File: config.mk
export PLATFORM = sky130hd
export DESIGN_NAME = ckf_ctrl
export DESIGN_NICKNAME = d
export VERILOG_FILES = /design/src/hdl/ckf_pkg.sv /design/src/hdl/ckf_ctrl.sv
export SDC_FILE = /design/constraint.sdc
export NUM_CORES = 1
export LEC_CHECK = 0
export ABC_AREA = 1
export BUFFER_PORTS_ARGS = -buffer_cell sky130_fd_sc_hd__buf_2
export CORE_UTILIZATION = 30
export DETAILED_ROUTE_END_ITERATION = 10
export GPL_TIMING_DRIVEN = 0
export PLACE_DENSITY = 0.58
export SKIP_CTS_REPAIR_TIMING = 1
export SYNTH_ARGS = -nofsm -noshare
export SYNTH_HDL_FRONTEND = slang
export SYNTH_SLANG_ARGS = --single-unit
File: constraint.sdc
create_clock -name clk_i -period 2.8 [get_ports clk_i]
set_clock_uncertainty 0.1 [all_clocks]
set_input_delay 0.56 -clock clk_i [delete_from_list [all_inputs] [get_ports clk_i]]
set_output_delay 0.56 -clock clk_i [all_outputs]
set_load 0.01 [all_outputs]
File: src/hdl/ckf_pkg.sv
package ckf_pkg;

  localparam int unsigned MaxKeysDef = 64;
  localparam int unsigned KeyCountW  = 7;
  localparam int unsigned IndexW     = 6;
  localparam int unsigned DataW      = 32;
  localparam int unsigned FracW      = 16;
  localparam int unsigned WeightW    = 32;
  localparam int unsigned ProdW      = 64;
  localparam int unsigned AccW       = 66;
  localparam int unsigned PolyW      = 56;
  localparam int unsigned BitCntW    = 5;

  // action codes
  localparam logic ActLoad  = 1'b0;
  localparam logic ActQuery = 1'b1;

  // datapath operations
  typedef enum logic [3:0] {
    OP_NONE,
    OP_LOAD,
    OP_START,
    OP_LAST_RD,
    OP_LAST_CHK,
    OP_MOD,
    OP_SCAN,
    OP_DIV,
    OP_POW2,
    OP_POW3,
    OP_WGT,
    OP_BL_RD,
    OP_BL_MUL,
    OP_LD_ZERO,
    OP_LD_POINT,
    OP_LD_BLEND
  } dp_op_e;

  typedef enum logic [4:0] {
    ST_IDLE,
    ST_CLASS,
    ST_LAST_RD,
    ST_LAST_CHK,
    ST_MOD,
    ST_SCAN,
    ST_DIV,
    ST_POW2,
    ST_POW3,
    ST_WGT,
    ST_BL_RD,
    ST_BL_MUL,
    ST_BL_END,
    ST_PT_RD,
    ST_PT_OUT,
    ST_RES_ZERO,
    ST_RES_BLEND
  } ctrl_state_e;

  typedef struct packed {
    dp_op_e op;
  } dp_cmd_t;

  typedef struct packed {
    logic n_zero;
    logic n_one;
    logic last_zero;
    logic mod_done;
    logic div_done;
    logic scan_hit;
    logic scan_miss;
    logic hit_first;
    logic ax_last;
    logic k_last;
    logic out_free;
  } dp_sts_t;

endpackage

File: src/hdl/ckf_ctrl.sv
module ckf_ctrl import ckf_pkg::*; (
  input  logic    clk_i,
  input  logic    rst_ni,
  input  logic    in_valid_i,
  input  logic    in_action_i,
  output logic    in_ready_o,
  input  dp_sts_t sts_i,
  output dp_cmd_t cmd_o
);

  ctrl_state_e state_q, state_d;

  // state register
  always_ff @(posedge clk_i or negedge rst_ni) begin
    if (!rst_ni) begin
      state_q <= ST_IDLE;
    end else begin
      state_q <= state_d;
    end
  end

  // next state
  always_comb begin
    state_d = state_q;
    unique case (state_q)
      ST_IDLE: begin
        if (in_valid_i && (in_action_i == ActQuery)) state_d = ST_CLASS;
      end
      ST_CLASS: begin
        if (sts_i.n_zero)      state_d = ST_RES_ZERO;
        else if (sts_i.n_one)  state_d = ST_PT_RD;
        else                   state_d = ST_LAST_RD;
      end
      ST_LAST_RD:  state_d = ST_LAST_CHK;
      ST_LAST_CHK: state_d = sts_i.last_zero ? ST_RES_ZERO : ST_MOD;
      ST_MOD: begin
        if (sts_i.mod_done) state_d = ST_SCAN;
      end
      ST_SCAN: begin
        if (sts_i.scan_hit)       state_d = sts_i.hit_first ? ST_PT_RD : ST_DIV;
        else if (sts_i.scan_miss) state_d = ST_PT_RD;
      end
      ST_DIV: begin
        if (sts_i.div_done) state_d = ST_POW2;
      end
      ST_POW2:  state_d = ST_POW3;
      ST_POW3:  state_d = ST_WGT;
      ST_WGT:   state_d = ST_BL_RD;
      ST_BL_RD: state_d = ST_BL_MUL;
      ST_BL_MUL: begin
        if (sts_i.ax_last) state_d = sts_i.k_last ? ST_BL_END : ST_BL_RD;
      end
      ST_BL_END: state_d = ST_RES_BLEND;
      ST_PT_RD:  state_d = ST_PT_OUT;
      ST_PT_OUT, ST_RES_ZERO, ST_RES_BLEND: begin
        if (sts_i.out_free) state_d = ST_IDLE;
      end
      default: state_d = ST_IDLE;
    endcase
  end

  // outputs
  always_comb begin
    in_ready_o = 1'b0;
    cmd_o.op   = OP_NONE;
    unique case (state_q)
      ST_IDLE: begin
        in_ready_o = 1'b1;
        if (in_valid_i) cmd_o.op = (in_action_i == ActQuery) ? OP_START : OP_LOAD;
      end
      ST_LAST_RD:   cmd_o.op = OP_LAST_RD;
      ST_LAST_CHK:  cmd_o.op = OP_LAST_CHK;
      ST_MOD:       cmd_o.op = OP_MOD;
      ST_SCAN:      cmd_o.op = OP_SCAN;
      ST_DIV:       cmd_o.op = OP_DIV;
      ST_POW2:      cmd_o.op = OP_POW2;
      ST_POW3:      cmd_o.op = OP_POW3;
      ST_WGT:       cmd_o.op = OP_WGT;
      ST_BL_RD:     cmd_o.op = OP_BL_RD;
      ST_BL_MUL:    cmd_o.op = OP_BL_MUL;
      ST_PT_OUT:    cmd_o.op = sts_i.out_free ? OP_LD_POINT : OP_NONE;
      ST_RES_ZERO:  cmd_o.op = sts_i.out_free ? OP_LD_ZERO : OP_NONE;
      ST_RES_BLEND: cmd_o.op = sts_i.out_free ? OP_LD_BLEND : OP_NONE;
      default:      cmd_o.op = OP_NONE;
    endcase
  end

endmodule

Word level (Yosys, flattened, before mapping)
Index checks and enable logic that the tools add are counted.
W data, S select, Z words.
{"block": "classes", "mux": 20, "reduce_logical": 4, "eq_ne": 22}
{"op": "$pmux W5 S15", "count": 1}
{"op": "$pmux W4 S14", "count": 1}
{"op": "$eq A5 B4 Y1 const B", "count": 8}
{"op": "$mux W5", "count": 7}
{"op": "$mux W4", "count": 7}
{"op": "$eq A5 B3 Y1 const B", "count": 4}
{"op": "$eq A5 B2 Y1 const B", "count": 2}
{"op": "$ne A2 B2 Y1 const B", "count": 5}
{"op": "$reduce_and A6 Y1", "count": 1}
{"op": "$eq A5 B1 Y1 const B", "count": 1}
{"op": "$eq A5 B5 Y1 const B", "count": 1}
{"op": "$logic_not A5 Y1", "count": 1}
{"op": "$mux W2", "count": 2}
{"op": "$mux W3", "count": 1}
{"op": "$ne A3 B3 Y1 const B", "count": 1}
{"op": "$reduce_or A3 Y1", "count": 1}
{"op": "$logic_and A1 B1 Y1", "count": 1}
{"op": "$mux W1", "count": 1}
{"block": "totals", "reg_bits": 5, "elab_cells": 47, "out_inout_bits": 5}

Longest topological paths before layout
Gate-level depths: netlist of the first run.
{"block": "depth", "ltp_word": 4, "mapped_depth": 10, "mapped_depth_nobuf": 9}

Worst setup path after synthesis of the first run
OpenSTA, ideal clock, no wires.
{"block": "synth_path", "kind": "register -> output", "from": "register state_q[3]", "to": "output port cmd_o[0] (netlist name)", "required_ns": 2.140, "slack_ns": 0.908, "t_arrival_ns": 1.232, "path_stages_with_launch": 9, "path_buffers": 1, "cell_sequence": "dfrtp_1 -> buf_6 -> nor2_2 -> nand3_1 -> inv_1 -> nand3b_1 -> nand2_1 -> nor3_1 -> nand2_1"}
{"element": "start: declaration", "line": "ckf_ctrl.sv:11", "source": "ctrl_state_e state_q, state_d;"}
{"element": "start signal: assignment", "line": "ckf_ctrl.sv:18", "source": "state_q <= state_d;"}
{"element": "end: declaration", "line": "ckf_ctrl.sv:8", "source": "output dp_cmd_t cmd_o"}

==> results of run 1 <==
[cells in the final DEF (no fill, tap or decap), drive strengths merged]
master / netlist / final
buf: 1 / 20
o211ai: 1 / 1
a31oi: 1 / 1
nand3b: 2 / 2
and2: 1 / 1
dfrtp: 5 / 5
and3: 1 / 1
clkbuf: 0 / 4
o21ai: 1 / 1
nand4: 4 / 4
nor3: 3 / 3
nand3: 20 / 20
inv: 18 / 18
nand2: 49 / 49
nor2: 25 / 25
[how the worst min path moves through the flow]
stage	from	endpoint
3_5_place_dp	rst_ni	state_q[3]
3_3_place_gp	rst_ni	state_q[3]
2_1_floorplan	rst_ni	state_q[0]
5_1_grt	rst_ni	state_q[2]
6_report	rst_ni	state_q[2]
4_1_cts	rst_ni	state_q[2]
[cells by family after synthesis]
logic type,synth area share
buffers and inverters,0.1071
AO/OA/AOI/OAI,0.02551
AND/OR/NAND/NOR,0.6973
flip-flops,0.1701
[stage by stage]
step / utilization / setup slack (ps) / power (mW) / cells / hold WS (ps)
after global placement: 0.3840 / 688.2 / 0.9368 / 179 / 273.3
after detailed placement: 0.3840 / 696.9 / 0.9404 / 179 / 273.7
after floorplan: - / 908.3 / 0.7347 / 132 / 164.4
after global routing: 0.3957 / 287.9 / 1.121 / 183 / 23.99
final: 0.3957 / 418.3 / 1.025 / 183 / 23.01
after CTS: 0.3957 / 420.3 / 1.028 / 183 / 13.19
[power groups by stage]
stage          Combinational (mW)  Clock (mW)  Sequential [mW]
3_5_place_dp                0.780           0            0.161
6_report                    0.784      0.0800            0.160
3_3_place_gp                0.776           0            0.161
4_1_cts                     0.783      0.0854            0.160
2_1_floorplan               0.582           0            0.152
5_1_grt                     0.869      0.0876            0.164
[final cells by class]
cell class | count | area, sq um | share of cell area
multi-input combinational | 108 | 531.8 | 0.5961
timing repair buffer | 19 | 95.09 | 0.1066
inverter | 18 | 67.56 | 0.07574
buffer | 1 | 11.26 | 0.01262
tap | 28 | 35.03 | 0.03927
sequential | 5 | 125.1 | 0.1403
clock buffer | 4 | 26.28 | 0.02945
[routing by layer]
metal / vias to the layer above / GRT usage
li1: 468 / -
met3: 2 / 0.02339
met2: 17 / 0.2316
met5: - / 0
met1: 385 / 0.2097
met4: 0 / 0.09009
==> metrics, run 1 <==
Slew HR=0.7641; Worst setup EP type=output pin; P&R area growth vs syn=21.26%; Die Wd=51.52 um; top_reg_cell synth=dfrtp_1; final count of negative-setup-slack endpoints=0; Ys Warns=0; total negative slack=0 ps; Initial DRC Count=16; # nets final=171; top sig layer=met4; run status=finished clean; Synth Cell Area=735.7 sq um; Yosys top cell area share=0.2398; final WL=1919 um; Die H=51.52 um; antenna-violating nets left=0; cell area after layout=892.1 sq um; clk sinks=5; Worst Setup Path Type=reg -> out; clock-pin slew on the worst setup and hold paths=40 ps; Async SR Flop Fraction=1.000; worst vdd ir=0.0005885 V; synthesized flop and latch total=5; DRC viols=0; DP HPWL=1563 um; dpl cell area=865.8 sq um; Synth top cells by count=47 x nand2_1, 17 x nand3_1, 15 x inv_1, 15 x nor2_1, 7 x nor2_2; crit path cell chain=inv_2 -> nand2_1 -> nor2_2 -> nand2_1 -> and3_1 -> nand4_1 -> buf_2; FP Rows=17; largest net degree at the start of global routing=10; met2 WL=889 um; Reg-to-Reg End=state_q[0]; layout cells sized above 1=0.2710; Core ar.=2255 sq um; final RePlAce weighted congestion=0.8718; Final Hold Fails=0; RSZ-0062 raised after global routing=false; switching portion of total power=0.5713; Crit path max-delay family=simple AND/OR/NAND/NOR gates; largest area contributor in the netlist=nand2_1; CP bufs+invs=2; P_int=0.4392 mW; number of placed I/O pins=20; global-route wire length before repair=3077 um; path depth of the worst reg2reg path=9; sequential area share after synthesis=0.1701; top post-synthesis cells by area=nand2_1 24%, dfrtp_1 17%, nand3_1 12%, inv_1 7.7%, nor2_1 7.7%; Vias=872; Crit path depth=7; First-pass DRT Iterations=4; count of maximum capacitance violations=0; final worst-path cycle share=0.8506; cell mode on critical path=nand2_1; crit path DAT=1720 ps; vias in the first global route=730; Critical Path Start Type=flip-flop; Worst Hold Class=in -> async; fin crit period=2382 ps; critical path fanouts, max=8; PwrDens=1149 nW/um^2; max reg flops=5; DR WL/cell=10.49 um; Post-Syn Nets=147; met1 WL=934 um; Unique masters post-synth=20; clock power share=0.078; last element of the critical path=cmd_o[1]; synthesized area per cell=5.574 sq um; Bufs on Longest Clock Path=2; sequential share of power=0.156; Root Buffer=clkbuf_4; leakage=0.5436 nW; biggest regs=state_q: 5 flops; PortBufs=19; CTS Buf Count=3; Slew @ Worst Pin=353.5 ps; Max Clock Freq=419.9 MHz; peak per-stage delay on the critical path=470 ps; TritonCTS clock tree=built; GRT Resource Usage Total=0.1550; combinational share of power=0.765; top-count cell post-synth=nand2_1; Net Sw Power=0.5854 mW; initial antenna violation count=0; DR vias/cell=4.765; full die area=2654 sq um; Critical R2R Launch=state_q[4]; Fill cells=255; antenna fix cells=0; Starting Density=0.3263; crit path launch=state_q[4]; Pins Over Slew Limit=0; H-tree levels=1; metal3 WL=72 um; Worst EP required=2140 ps; Most flops, register=state_q; number of synthesized flops with an enable pin=0; cells after synthesis=132; total congestion overflow=0; FF-to-FF setup slack=1140 ps; clock network latency to the later pin of the worst-skew pair=240 ps; CP max stage cell=dfrtp_1
(Power assumes the default switching activity.)
==> run 2: changes to the inputs <==
--- a/config.mk
+++ b/config.mk
@@ -7,9 +7,12 @@
 export LEC_CHECK = 0
 export ABC_AREA = 1
 export BUFFER_PORTS_ARGS = -buffer_cell sky130_fd_sc_hd__buf_2
+export CORE_MARGIN = 1
 export CORE_UTILIZATION = 30
+export CTS_BUF_LIST = sky130_fd_sc_hd__clkbuf_4 sky130_fd_sc_hd__clkbuf_8
 export DETAILED_ROUTE_END_ITERATION = 10
 export GPL_TIMING_DRIVEN = 0
+export HOLD_SLACK_MARGIN = 0.1
 export PLACE_DENSITY = 0.58
 export SKIP_CTS_REPAIR_TIMING = 1
 export SYNTH_ARGS = -nofsm -noshare
==> metrics, run 2 (synthesis gave the netlist of run 1 again) <==
Initial DRC Count=16; clk sinks=5; Die Wd=51.52 um; Crit path max-delay family=simple AND/OR/NAND/NOR gates; Critical Path Start Type=flip-flop; Final Hold Fails=0; crit path DAT=1720 ps; cell mode on critical path=nand2_1; CTS Buf Count=3; path depth of the worst reg2reg path=9; Starting Density=0.3263; total congestion overflow=0; Critical R2R Launch=state_q[4]; combinational share of power=0.759; hold path depth=2; biggest regs=state_q: 5 flops; # nets final=172; Crit path depth=7; Worst EP required=2140 ps; CP max stage cell=dfrtp_1; final worst-path cycle share=0.8503; critical path fanouts, max=8; Pins Over Slew Limit=0; DR vias/cell=4.766; Post-Layout Cell Count=184; FF-to-FF setup slack=1140 ps; number of placed I/O pins=20; initial antenna violation count=0; DP Cell Count=179; Hold Path End=state_q[2]; Slew @ Worst Pin=353.6 ps; run status=finished clean; cell area after layout=905.9 sq um; Worst setup EP type=output pin; H-tree levels=1; min-delay src=state_q[2]; Slew HR=0.7640; Vias=877; most frequent cells in the layout=47 x nand2_1, 19 x buf_2, 17 x nand3_1; clock-pin slew on the worst setup and hold paths=40 ps; multi-input logic area=531.8 sq um; Reg-to-Reg End=state_q[0]; DR WL/cell=10.43 um; antenna fix cells=0; final WL=1919 um; RSZ-0062 raised after global routing=false; commonest non-fill, non-tap cell in the layout=nand2_1; fin crit period=2381 ps; DP HPWL=1563 um; P&R area growth vs syn=23.13%; P_int=0.4498 mW; vias in the first global route=730; layout cells sized above 1=0.2756; Root Buffer=clkbuf_4; leakage=0.5512 nW; clock network latency to the later pin of the worst-skew pair=240 ps; GRT Resource Usage Total=0.1550; First-pass DRT Iterations=4; final worst setup slack=419.1 ps; FP Rows=17; Worst Setup Path Type=reg -> out; final RePlAce weighted congestion=0.8718; TritonCTS clock tree=built; crit path cell chain=inv_2 -> nand2_1 -> nor2_2 -> nand2_1 -> and3_1 -> nand4_1 -> buf_2; Fill cells=255; dpl cell area=865.8 sq um; Worst Hold Class=reg -> reg; full die area=2654 sq um; Core ar.=2255 sq um; Net Sw Power=0.5853 mW; clock power share=0.086; switching portion of total power=0.5655; antenna-violating nets left=0; sequential share of power=0.155; Reg area=125.1 sq um; CP bufs+invs=2; final count of negative-setup-slack endpoints=0; total negative slack=0 ps; Core Util, Final=0.4018; PortBufs=19; count of maximum capacitance violations=0; Most flops, register=state_q; Max Clock Freq=420.0 MHz; largest net degree at the start of global routing=10; Place WS=696.9 ps; Die H=51.52 um; Bufs on Longest Clock Path=2; global-route wire length before repair=3077 um; worst vdd ir=0.0005889 V; peak per-stage delay on the critical path=470 ps; PwrDens=1143 nW/um^2; DRC viols=0; max reg flops=5
## run 2: changes by cell type in the layout (fill, tap and decap cells not counted), sizes merged
cell,before,now
dlygate4sd3,0,1
## run 2: how the worst max path moves through the flow
stage | start | endpoint | slack (ps)
detailed placement | state_q[4] | cmd_o[1] | 700
finish | state_q[4] | cmd_o[1] | 420
floorplan | state_q[3] | cmd_o[0] | 910
global route | state_q[3] | cmd_o[0] | 290
CTS | state_q[4] | cmd_o[1] | 420
global placement | state_q[4] | cmd_o[1] | 690
## run 2: worst reg2reg max path, delay by kind of cell (launching register included)
| kind | cells | cell delay, ps |
|---|---|---|
| and+or+nand+nor | 8 | 840 |
| DFF | 1 | 470 |
| buffers and inverters | 1 | 180 |
## run 2: layout make-up
cell class / instances / area share
Timing Repair Buffer: 20 / 0.1160
Tap cell: 28 / 0.03867
Buffer: 1 / 0.01243
Inverter: 18 / 0.07459
Sequential cell: 5 / 0.1381
Clock buffer: 4 / 0.03315
Multi-Input combinational cell: 108 / 0.5870
## run 2: metrics by stage
stage	total power [mW]	hold WS, ps
floorplan	0.7347	164.4
global placement	0.9368	273.3
detailed placement	0.9404	273.7
CTS	1.038	10.67
global route	1.131	527.1
finish	1.035	494.3
## run 2: layer usage
layer,routed length (um),vias up,share of wire,global-route usage
met5,0,-,0,0
met4,21,0,0.011,0.09009
met3,72,2,0.038,0.02339
met2,897,17,0.47,0.2316
met1,928,388,0.48,0.2097
li1,-,470,-,-
## run 2: power groups by stage
stage,combinational (mW),clock (mW),sequential (mW)
after floorplan,0.582,0,0.152
after global placement,0.776,0,0.161
after detailed placement,0.780,0,0.161
after CTS,0.783,0.0960,0.160
after global routing,0.870,0.0967,0.164
final,0.785,0.0895,0.160
